**src/hdl/pfa_pkg.sv**
```systemverilog
// ----------------------------------------------------------------------------
// pfa_pkg
// Shared types, widths and codes for the page frame allocator.
// ----------------------------------------------------------------------------
package pfa_pkg;

  // parameter defaults
  localparam int NUM_FRAMES_DEF  = 32;
  localparam int QUEUE_DEPTH_DEF = 64;
  localparam int OWNER_BITS_DEF  = 16;

  // fixed field widths
  localparam int BYTES_W   = 20;
  localparam int SHIFT_W   = 5;
  localparam int PAGES_W   = BYTES_W + 1;
  localparam int FIELD_OWN = 16;
  localparam int FIELD_FRM = 5;
  localparam int STATUS_W  = 3;
  localparam int CFG_IDX_W = 1;
  localparam int CFG_DAT_W = 6;

  // configuration register indexes
  localparam logic [CFG_IDX_W-1:0] CFG_FRAMES = 1'd0;
  localparam logic [CFG_IDX_W-1:0] CFG_SHIFT  = 1'd1;

  // configuration reset values
  localparam logic [CFG_DAT_W-1:0] FRAMES_RST = 6'd32;
  localparam logic [SHIFT_W-1:0]   SHIFT_RST  = 5'd12;

  // input kinds
  localparam logic KIND_ALLOC = 1'b0;
  localparam logic KIND_READ  = 1'b1;

  // result status codes
  localparam logic [STATUS_W-1:0] ST_GRANT = 3'd0;
  localparam logic [STATUS_W-1:0] ST_READ  = 3'd1;
  localparam logic [STATUS_W-1:0] ST_ZERO  = 3'd2;
  localparam logic [STATUS_W-1:0] ST_LARGE = 3'd3;
  localparam logic [STATUS_W-1:0] ST_EMPTY = 3'd4;
  localparam logic [STATUS_W-1:0] ST_FULL  = 3'd5;

  typedef struct packed {
    logic                 kind;
    logic [FIELD_OWN-1:0] owner;
    logic [BYTES_W-1:0]   segment_bytes;
    logic [FIELD_FRM-1:0] frame_index;
  } in_t;

  typedef struct packed {
    logic [STATUS_W-1:0]  status;
    logic [FIELD_FRM-1:0] frame;
    logic [FIELD_OWN-1:0] frame_owner_id;
    logic                 frame_used;
    logic                 last;
  } out_t;

endpackage

```
**src/hdl/pfa_ram.sv**
```systemverilog
// ----------------------------------------------------------------------------
// pfa_ram
// Generic single-write, single-read RAM with registered read data.
// ----------------------------------------------------------------------------
module pfa_ram #(
  parameter int WIDTH = 16,
  parameter int DEPTH = 64
) (
  input  logic                     clk,
  input  logic                     we,
  input  logic [$clog2(DEPTH)-1:0] waddr,
  input  logic [WIDTH-1:0]         wdata,
  input  logic                     re,
  input  logic [$clog2(DEPTH)-1:0] raddr,
  output logic [WIDTH-1:0]         rdata
);

  logic [WIDTH-1:0] mem [DEPTH];

  always_ff @(posedge clk) begin
    if (we) begin
      mem[waddr] <= wdata;
    end
    if (re) begin
      rdata <= mem[raddr];
    end
  end

endmodule

```
**src/hdl/pfa_pages.sv**
```systemverilog
// ----------------------------------------------------------------------------
// pfa_pages
// Rounds a byte count up to whole pages for a power-of-two page size.
// ----------------------------------------------------------------------------
module pfa_pages (
  input  logic [pfa_pkg::BYTES_W-1:0] bytes_in,
  input  logic [pfa_pkg::SHIFT_W-1:0] shift,
  output logic [pfa_pkg::PAGES_W-1:0] pages
);
  import pfa_pkg::*;

  logic [BYTES_W-1:0] quot;
  logic [BYTES_W-1:0] rem_mask;
  logic               rem_nz;

  // shifts of 20 or more give a zero quotient and an all-ones mask
  assign quot     = bytes_in >> shift;
  assign rem_mask = ~({BYTES_W{1'b1}} << shift);
  assign rem_nz   = |(bytes_in & rem_mask);
  assign pages    = PAGES_W'(quot) + PAGES_W'(rem_nz);

endmodule

```
**src/hdl/page_frame_allocator_fifo_evict_top.sv**
```systemverilog
// ----------------------------------------------------------------------------
// page_frame_allocator_fifo_evict_top
// Page frame allocator with FIFO eviction of whole owners.
// ----------------------------------------------------------------------------
// Pulse start with a transaction while busy is low. A read transaction gives
// one result via the S_RD state. An allocate that needs zero pages or more
// pages than the frame count gives one result on the next cycle. Otherwise
// a single frame scanner does all the work, one frame per cycle: a free
// count pass over the effective frames, then for each owner evicted a queue
// pop and an owner-table pass (an empty queue ends it with an empty result),
// then a grant pass that emits one result per frame granted as it finds
// free frames, then the owner is queued unless full. Results come out on
// out_valid for a single cycle each and cannot be held off; last marks the
// final result of a transaction. Configuration writes are always accepted
// (cfg_ready is tied high) and must only be issued while the block is idle.
// ----------------------------------------------------------------------------
module page_frame_allocator_fifo_evict_top #(
  parameter int NUM_FRAMES  = pfa_pkg::NUM_FRAMES_DEF,
  parameter int QUEUE_DEPTH = pfa_pkg::QUEUE_DEPTH_DEF,
  parameter int OWNER_BITS  = pfa_pkg::OWNER_BITS_DEF
) (
  input  logic                            clk,
  input  logic                            rst_n,
  input  logic                            start,
  output logic                            busy,
  input  pfa_pkg::in_t                    in_data,
  output logic                            out_valid,
  output pfa_pkg::out_t                   out_data,
  input  logic                            cfg_valid,
  output logic                            cfg_ready,
  input  logic [pfa_pkg::CFG_IDX_W-1:0]   cfg_index,
  input  logic [pfa_pkg::CFG_DAT_W-1:0]   cfg_data
);
  import pfa_pkg::*;

  localparam int FIDX_W = (NUM_FRAMES > 1) ? $clog2(NUM_FRAMES) : 1;
  localparam int CNT_W  = $clog2(NUM_FRAMES + 1);
  localparam int QP_W   = $clog2(QUEUE_DEPTH);
  localparam int QC_W   = $clog2(QUEUE_DEPTH + 1);

  // sequencer states
  typedef enum logic [8:0] {
    S_IDLE   = 9'b000000001,
    S_RD     = 9'b000000010,
    S_CNT    = 9'b000000100,
    S_CHK    = 9'b000001000,
    S_POP    = 9'b000010000,
    S_EVICT  = 9'b000100000,
    S_EDRAIN = 9'b001000000,
    S_GRANT  = 9'b010000000,
    S_PUSH   = 9'b100000000
  } state_t;

  state_t state_r, state_nxt;

  // configuration
  logic [CFG_DAT_W-1:0] frames_in_use_r, frames_in_use_nxt;
  logic [SHIFT_W-1:0]   page_shift_r, page_shift_nxt;

  // frame table flags: used, and owner entry written since reset
  logic [NUM_FRAMES-1:0] used_r, used_nxt;
  logic [NUM_FRAMES-1:0] wrv_r, wrv_nxt;

  // eviction queue pointers
  logic [QP_W-1:0] q_head_r, q_head_nxt;
  logic [QP_W-1:0] q_tail_r, q_tail_nxt;
  logic [QC_W-1:0] q_cnt_r, q_cnt_nxt;

  // scan state
  logic [FIDX_W-1:0]     idx_r, idx_nxt;
  logic [CNT_W-1:0]      frames_r, frames_nxt;
  logic [CNT_W-1:0]      need_r, need_nxt;
  logic [CNT_W-1:0]      free_r, free_nxt;
  logic [OWNER_BITS-1:0] own_r, own_nxt;
  logic [OWNER_BITS-1:0] victim_r, victim_nxt;
  logic [STATUS_W-1:0]   stat_r, stat_nxt;
  logic                  cmp_v_r, cmp_v_nxt;
  logic [FIDX_W-1:0]     cmp_idx_r, cmp_idx_nxt;
  logic                  rd_ok_r, rd_ok_nxt;

  // read transaction capture
  logic [FIELD_FRM-1:0] rd_idx_r, rd_idx_nxt;
  logic                 rd_in_r, rd_in_nxt;
  logic                 rd_used_r, rd_used_nxt;

  // result register
  logic out_valid_r, out_valid_nxt;
  out_t out_r, out_nxt;

  // memory ports
  logic                  ow_we, ow_re;
  logic [FIDX_W-1:0]     ow_waddr, ow_raddr;
  logic [OWNER_BITS-1:0] ow_q;
  logic                  q_we, q_re;
  logic [OWNER_BITS-1:0] q_q;

  // combinational helpers
  logic [PAGES_W-1:0]    pages_c;
  logic [CNT_W-1:0]      frames_c;
  logic [CNT_W-1:0]      idx_inc_c;
  logic                  idx_last_c;
  logic [OWNER_BITS-1:0] owner_eff_c;
  logic                  accept_c;
  logic                  rd_range_c;
  logic [FIDX_W-1:0]     in_fidx_c;

  pfa_pages u_pages (
    .bytes_in (in_data.segment_bytes),
    .shift    (page_shift_r),
    .pages    (pages_c)
  );

  // owner table: unwritten entries read as zero through wrv_r
  pfa_ram #(
    .WIDTH (OWNER_BITS),
    .DEPTH (NUM_FRAMES)
  ) u_owner_ram (
    .clk   (clk),
    .we    (ow_we),
    .waddr (ow_waddr),
    .wdata (own_r),
    .re    (ow_re),
    .raddr (ow_raddr),
    .rdata (ow_q)
  );

  // eviction FIFO storage
  pfa_ram #(
    .WIDTH (OWNER_BITS),
    .DEPTH (QUEUE_DEPTH)
  ) u_queue_ram (
    .clk   (clk),
    .we    (q_we),
    .waddr (q_tail_r),
    .wdata (own_r),
    .re    (q_re),
    .raddr (q_head_r),
    .rdata (q_q)
  );

  assign busy      = (state_r != S_IDLE);
  assign accept_c  = start && !busy;
  assign cfg_ready = 1'b1;
  assign out_valid = out_valid_r;
  assign out_data  = out_r;

  // effective frame count, clipped to the table size
  assign frames_c = ({1'b0, frames_in_use_r} > 7'(NUM_FRAMES)) ?
                    CNT_W'(NUM_FRAMES) : CNT_W'(frames_in_use_r);

  assign idx_inc_c   = CNT_W'(idx_r) + CNT_W'(1);
  assign idx_last_c  = (idx_inc_c == frames_r);
  assign owner_eff_c = rd_ok_r ? ow_q : '0;
  assign rd_range_c  = ({2'b00, in_data.frame_index} < 7'(NUM_FRAMES));
  assign in_fidx_c   = FIDX_W'(in_data.frame_index);

  always_comb begin
    state_nxt         = state_r;
    frames_in_use_nxt = frames_in_use_r;
    page_shift_nxt    = page_shift_r;
    used_nxt          = used_r;
    wrv_nxt           = wrv_r;
    q_head_nxt        = q_head_r;
    q_tail_nxt        = q_tail_r;
    q_cnt_nxt         = q_cnt_r;
    idx_nxt           = idx_r;
    frames_nxt        = frames_r;
    need_nxt          = need_r;
    free_nxt          = free_r;
    own_nxt           = own_r;
    victim_nxt        = victim_r;
    stat_nxt          = stat_r;
    cmp_v_nxt         = 1'b0;
    cmp_idx_nxt       = cmp_idx_r;
    rd_ok_nxt         = rd_ok_r;
    rd_idx_nxt        = rd_idx_r;
    rd_in_nxt         = rd_in_r;
    rd_used_nxt       = rd_used_r;
    out_valid_nxt     = 1'b0;
    out_nxt           = out_r;
    ow_we             = 1'b0;
    ow_re             = 1'b0;
    ow_waddr          = idx_r;
    ow_raddr          = idx_r;
    q_we              = 1'b0;
    q_re              = 1'b0;

    if (cfg_valid) begin
      case (cfg_index)
        CFG_FRAMES: frames_in_use_nxt = cfg_data;
        CFG_SHIFT:  page_shift_nxt    = cfg_data[SHIFT_W-1:0];
        default: ;
      endcase
    end

    // owner compare stage of the eviction pass, in the cycle after the read
    if (cmp_v_r && (owner_eff_c == victim_r)) begin
      used_nxt[cmp_idx_r] = 1'b0;
      if (used_r[cmp_idx_r]) begin
        free_nxt = free_r + CNT_W'(1);
      end
    end

    case (state_r)
      S_IDLE: begin
        if (accept_c) begin
          if (in_data.kind == KIND_READ) begin
            ow_re       = 1'b1;
            ow_raddr    = in_fidx_c;
            rd_ok_nxt   = wrv_r[in_fidx_c];
            rd_idx_nxt  = in_data.frame_index;
            rd_in_nxt   = rd_range_c;
            rd_used_nxt = rd_range_c & used_r[in_fidx_c];
            state_nxt   = S_RD;
          end else if (pages_c == '0) begin
            out_valid_nxt = 1'b1;
            out_nxt       = '{status: ST_ZERO, frame: '0, frame_owner_id: '0,
                              frame_used: 1'b0, last: 1'b1};
          end else if (pages_c > PAGES_W'(frames_c)) begin
            out_valid_nxt = 1'b1;
            out_nxt       = '{status: ST_LARGE, frame: '0, frame_owner_id: '0,
                              frame_used: 1'b0, last: 1'b1};
          end else begin
            need_nxt   = CNT_W'(pages_c);
            frames_nxt = frames_c;
            own_nxt    = OWNER_BITS'(in_data.owner);
            idx_nxt    = '0;
            free_nxt   = '0;
            state_nxt  = S_CNT;
          end
        end
      end

      S_RD: begin
        out_valid_nxt = 1'b1;
        out_nxt.status         = ST_READ;
        out_nxt.frame          = rd_idx_r;
        out_nxt.frame_owner_id = rd_in_r ? FIELD_OWN'(owner_eff_c) : '0;
        out_nxt.frame_used     = rd_used_r;
        out_nxt.last           = 1'b1;
        state_nxt = S_IDLE;
      end

      S_CNT: begin
        if (!used_r[idx_r]) begin
          free_nxt = free_r + CNT_W'(1);
        end
        if (idx_last_c) begin
          state_nxt = S_CHK;
        end else begin
          idx_nxt = FIDX_W'(idx_inc_c);
        end
      end

      S_CHK: begin
        idx_nxt = '0;
        if (free_r >= need_r) begin
          stat_nxt  = (q_cnt_r >= QC_W'(QUEUE_DEPTH)) ? ST_FULL : ST_GRANT;
          state_nxt = S_GRANT;
        end else if (q_cnt_r == '0) begin
          out_valid_nxt = 1'b1;
          out_nxt       = '{status: ST_EMPTY, frame: '0, frame_owner_id: '0,
                            frame_used: 1'b0, last: 1'b1};
          state_nxt     = S_IDLE;
        end else begin
          q_re       = 1'b1;
          q_head_nxt = (q_head_r == QP_W'(QUEUE_DEPTH - 1)) ? '0 :
                       QP_W'(q_head_r + 1'b1);
          q_cnt_nxt  = q_cnt_r - QC_W'(1);
          state_nxt  = S_POP;
        end
      end

      S_POP: begin
        victim_nxt = q_q;
        state_nxt  = S_EVICT;
      end

      S_EVICT: begin
        ow_re       = 1'b1;
        rd_ok_nxt   = wrv_r[idx_r];
        cmp_v_nxt   = 1'b1;
        cmp_idx_nxt = idx_r;
        if (idx_last_c) begin
          state_nxt = S_EDRAIN;
        end else begin
          idx_nxt = FIDX_W'(idx_inc_c);
        end
      end

      S_EDRAIN: begin
        state_nxt = S_CHK;
      end

      S_GRANT: begin
        idx_nxt = FIDX_W'(idx_inc_c);
        if (!used_r[idx_r]) begin
          used_nxt[idx_r] = 1'b1;
          wrv_nxt[idx_r]  = 1'b1;
          ow_we           = 1'b1;
          need_nxt        = need_r - CNT_W'(1);
          out_valid_nxt   = 1'b1;
          out_nxt.status         = stat_r;
          out_nxt.frame          = FIELD_FRM'(idx_r);
          out_nxt.frame_owner_id = FIELD_OWN'(own_r);
          out_nxt.frame_used     = 1'b1;
          out_nxt.last           = (need_r == CNT_W'(1));
          if (need_r == CNT_W'(1)) begin
            state_nxt = (stat_r == ST_GRANT) ? S_PUSH : S_IDLE;
          end
        end
      end

      S_PUSH: begin
        q_we       = 1'b1;
        q_tail_nxt = (q_tail_r == QP_W'(QUEUE_DEPTH - 1)) ? '0 :
                     QP_W'(q_tail_r + 1'b1);
        q_cnt_nxt  = q_cnt_r + QC_W'(1);
        state_nxt  = S_IDLE;
      end

      default: begin
        state_nxt = S_IDLE;
      end
    endcase
  end

  // control state
  always_ff @(posedge clk) begin
    if (!rst_n) begin
      state_r         <= S_IDLE;
      frames_in_use_r <= FRAMES_RST;
      page_shift_r    <= SHIFT_RST;
      used_r          <= '0;
      wrv_r           <= '0;
      q_head_r        <= '0;
      q_tail_r        <= '0;
      q_cnt_r         <= '0;
      cmp_v_r         <= 1'b0;
      out_valid_r     <= 1'b0;
      free_r          <= '0;
      need_r          <= '0;
      frames_r        <= '0;
      idx_r           <= '0;
    end else begin
      state_r         <= state_nxt;
      frames_in_use_r <= frames_in_use_nxt;
      page_shift_r    <= page_shift_nxt;
      used_r          <= used_nxt;
      wrv_r           <= wrv_nxt;
      q_head_r        <= q_head_nxt;
      q_tail_r        <= q_tail_nxt;
      q_cnt_r         <= q_cnt_nxt;
      cmp_v_r         <= cmp_v_nxt;
      out_valid_r     <= out_valid_nxt;
      free_r          <= free_nxt;
      need_r          <= need_nxt;
      frames_r        <= frames_nxt;
      idx_r           <= idx_nxt;
    end
  end

  // payload
  always_ff @(posedge clk) begin
    own_r     <= own_nxt;
    victim_r  <= victim_nxt;
    stat_r    <= stat_nxt;
    cmp_idx_r <= cmp_idx_nxt;
    rd_ok_r   <= rd_ok_nxt;
    rd_idx_r  <= rd_idx_nxt;
    rd_in_r   <= rd_in_nxt;
    rd_used_r <= rd_used_nxt;
    out_r     <= out_nxt;
  end

  // the FIFO never holds more owners than it has room for
  a_qcnt_bound: assert property (@(posedge clk) disable iff (!rst_n)
    q_cnt_r <= QC_W'(QUEUE_DEPTH))
    else $error("eviction queue count above depth");

  // a push only happens when the queue had room at the check
  a_push_room: assert property (@(posedge clk) disable iff (!rst_n)
    (state_r == S_PUSH) |-> (q_cnt_r < QC_W'(QUEUE_DEPTH)))
    else $error("push into a full eviction queue");

  // the grant pass never runs past the effective frame count
  a_grant_range: assert property (@(posedge clk) disable iff (!rst_n)
    (state_r == S_GRANT) |-> (CNT_W'(idx_r) < frames_r))
    else $error("grant scan ran past the frame count");

  // a granted frame is marked used on the next cycle
  a_grant_marks: assert property (@(posedge clk) disable iff (!rst_n)
    (state_r == S_GRANT && !used_r[idx_r]) |=> used_r[$past(idx_r)])
    else $error("granted frame not marked used");

  // free count never exceeds the frames scanned
  a_free_bound: assert property (@(posedge clk) disable iff (!rst_n)
    (state_r == S_CHK) |-> (free_r <= frames_r))
    else $error("free frame count above frame count");

endmodule

```
**config.mk**
```make
export PLATFORM = sky130hd
export DESIGN_NAME = page_frame_allocator_fifo_evict_top
export DESIGN_NICKNAME = d
export VERILOG_FILES = /design/src/hdl/pfa_pkg.sv /design/src/hdl/pfa_ram.sv /design/src/hdl/pfa_pages.sv /design/src/hdl/page_frame_allocator_fifo_evict_top.sv
export SDC_FILE = /design/constraint.sdc
export NUM_CORES = 2
export LEC_CHECK = 0
export ABC_AREA = 0
export BUFFER_PORTS_ARGS = -buffer_cell sky130_fd_sc_hd__buf_2
export CORE_ASPECT_RATIO = 0.6
export CORE_UTILIZATION = 40
export CTS_BUF_LIST = sky130_fd_sc_hd__clkbuf_8 sky130_fd_sc_hd__clkbuf_16
export CTS_CLUSTER_DIAMETER = 150
export DETAILED_ROUTE_END_ITERATION = 10
export PLACE_DENSITY = 0.54
export SYNTH_ARGS = -nofsm -noshare
export SYNTH_HDL_FRONTEND = slang
export SYNTH_SLANG_ARGS = --single-unit
```
**constraint.sdc**
```tcl
create_clock -name clk -period 8.45 [get_ports clk]
set_clock_uncertainty 0.1 [all_clocks]
set_input_delay 2.535 -clock clk [delete_from_list [all_inputs] [get_ports clk]]
set_output_delay 2.535 -clock clk [all_outputs]
set_load 0.005 [all_outputs]
```
==> run_results.csv <==
group,metric,value,unit
placement,pre_cts_ws,1.02,ns
finish,synthToLayoutAreaGrowth,13.4,%
finish,layout_common_cells,"edfxtp_1, mux4_2, nand2_1",
cts,cts_buffers,170,
setup_path,worstSetupEndpointType,"register",
sta,setup-violations-final,0,
setup_path,worstPathRequired,9.06,ns
setup_path,r2r-start,"page_shift_r[0]",
placement,port_buffers,80,
synthesis,synth_top_area_cell,"edfxtp_1",
finish,nets,4099,
synthesis,async_flop_share,0,
placement,gp_congestion,0.862,
cts,clk_latency,0.82,ns
sta,tightest_slew,1.23,ns
finish,drive_above_1_share,0.272,
synthesis,synthDistinctLibCells,86,
cts,postCtsHoldBufs,0,
global_routing,grt_pass1_vias,36053,
min_path,hp-start,"u_queue_ram.rdata[14]",
cts,post_cts_resized,0,
setup_path,cp_max_fo,27,
setup_path,crit_chain,"buf_2 -> mux4_2 -> a31oi_1 -> o22a_1 -> a31oi_1 -> ha_1 -> nor4bb_1 -> o22ai_1 -> a211o_1 -> or4_1 -> a211o_1 -> a2111oi_4 -> a41oi_1 -> or4_4 -> and2_1",
synthesis,yosysWarningCount,0,
sta,drv_slew,0,
finish,final_common_cell,"edfxtp_1",
sta,setup_tns,0,ns
cts,clkTransAtPathRegs,0.06,ns
placement,dpl-instance-area,75800,um2
finish,num-fill-cells,14989,
die,fp-row-count,119,
pwr,finalPower,18100,uW
setup_path,max_stage_delay,0.72,ns
synthesis,mappedNetlistNets,3889,
die,ios,82,
synthesis,synthTopCellsByArea,"edfxtp_1, mux4_2, dfxtp_1",
global_routing,grt-ovfl-total,0,
synthesis,netlist.area_leader.share,0.687,
setup_path,arrival,7.28,ns
cts,post-cts-setup-buffers,0,
setup_path,startpoint_type,"input pin",
route,vias_per_cell,5.84,
global_routing,grt_pass1_wl,279000,um
cts,cts_buffer_depth,4,
route,drt_wl_total,196000,um
route,wire_per_inst,30.1,um
min_path,hp-class,"reg2reg",
route,drtIter0Drc,5152,
route,postRouteAntennaNets,0,
cts,clkSinkCount,1767,
placement,hpwl,124000,um
pwr,p_per_area,223,nW/um2
synthesis,syn-cell-area,71600,um2
sta,rsz0062_at_grt,"no",
setup_path,crit_slowest_cell,"or4_4",
pwr,p_leak,0.0255,uW
global_routing,grt_use_total,0.217,
job,timing.max_cap.violations,0,
synthesis,yosysSeqAreaShare,0.723,
synthesis,syn_avg_cell_area,18.8,um2
sta,setup_ws,1.78,ns
cts,cts_tree,"built",
sta,fin_crit_sh,0.789,
die,initial_core_util,0.406,
synthesis,synth_edf_count,1639,
die,coreArea,177000,um2
cts,htreeDepth,4,
route,num_vias,38003,
finish,final_util,0.460,
pwr,peakVddDrop,0.138,mV
global_routing,antenna_found_initial,10,
cts,root_buffer,"clkbuf_16",
die,dieWidth,548,um
route,drtPass1Iterations,5,
die,dieArea,181000,um2
finish,fin_area,81200,um2
sta,hold_viol,0,
setup_path,critPathKind,"in2reg",
synthesis,synthFlopType,"edfxtp_1",
sta,fin_crit,6.67,ns
die,die_y,330,um
sta,fmax,0.150,GHz
synthesis,ys_ff_latch,1767,
setup_path,crit_start,"in_data[24]",
run_status,outcome,"finished clean",
global_routing,grt_max_degree,118,
sta,maxSlewHeadroom,0.182,
route,drc,0,
synthesis,synth_cells,3807,
report_power, final:
group          internal [uW]  leakage (uW)  switching (uW)
logic                    288       0.00703             605
registers               9540        0.0158            30.0
clock network           4320       0.00273            3310
total                  14100        0.0255            3940
final timing paths:
| kind | endpoint | slack (ns) | cells after the start |
|---|---|---|---|
| setup / recovery | out_valid | 1.78 | 15 |
| hold / removal | victim_r[14] | 0.32 | 0 |
| setup reg to reg | out_valid | 2.60 | 17 |
| hold reg to reg | victim_r[14] | 0.32 | 0 |
worst max-delay path: cells and delay by family:
family                   cells  cell delay, ns
AO/OA/AOI/OAI                8            2.10
AND/OR/NAND/NOR              4            1.83
multiplexers                 1            0.39
adder cells (fa/ha/maj)      1            0.23
buffers and inverters        1            0.19
metrics by stage:
stage / hold WS, ns / cells
3_3_place_gp: 0.305 / 6204
4_1_cts: 0.320 / 6503
5_1_grt: 0.324 / 6503
2_1_floorplan: 0.300 / 3807
3_5_place_dp: 0.310 / 6204
6_report: 0.317 / 6506
per-layer routing:
layer	GRT usage	routed length, um	vias up
met5	0	0	-
li1	-	-	15899
met2	0.276	76300	1574
met4	0.0327	2300	0
met1	0.372	98100	20333
met3	0.0508	18900	197
synthesized netlist by cell type, types with 19 or more instances:
master / instances
buf_1: 59
nor3_1: 28
nand2_1: 269
mux4_2: 517
a21oi_1: 50
a22o_1: 19
edfxtp_1: 1639
o21ai_0: 55
clkbuf_1: 139
o21a_1: 45
nand2b_1: 22
nand3_1: 122
xnor2_1: 20
inv_1: 35
mux2i_1: 43
nor2b_1: 19
ha_1: 28
dfxtp_1: 128
nor2_1: 299
flip-flops by register name (all words and copies together), names as in the netlist, 7 cells and up:
name,flops
u_queue_ram.rdata,16
q_cnt_r,7
out_data,26
state_r,9
wrv_r,32
used_r,32
u_owner_ram.rdata,16
u_queue_ram.mem,1024
own_r,16
u_owner_ram.mem,512
victim_r,16
final cells by class:
| cell class | instances | area (um2) | share of cell area |
|---|---|---|---|
| sequential | 1767 | 51800 | 0.638 |
| multi-input combinational | 1795 | 19200 | 0.236 |
| clock buffer | 173 | 4310 | 0.0530 |
| tap | 2359 | 2950 | 0.0363 |
| timing repair buffer | 247 | 1730 | 0.0213 |
| clock inverter | 126 | 1160 | 0.0143 |
| inverter | 36 | 136 | 0.00168 |
| antenna | 3 | 7.51 | 0.0000924 |
kinds of logic (layout without fill, tap and decap cells):
logic type / count (synthesis) / count (layout) / share of synthesized area
buffers and inverters: 245 / 582 / 0.0134
and+or+nand+nor: 865 / 865 / 0.0547
other: 1 / 4 / 0.0000523
muxes: 579 / 579 / 0.172
AOI/OAI and AO/OA: 285 / 285 / 0.0280
xor gates and xnor gates: 35 / 35 / 0.00428
DFF: 1767 / 1767 / 0.723
adders and majority gates: 30 / 30 / 0.00531
No activity file was read; power rests on OpenSTA's default activity.
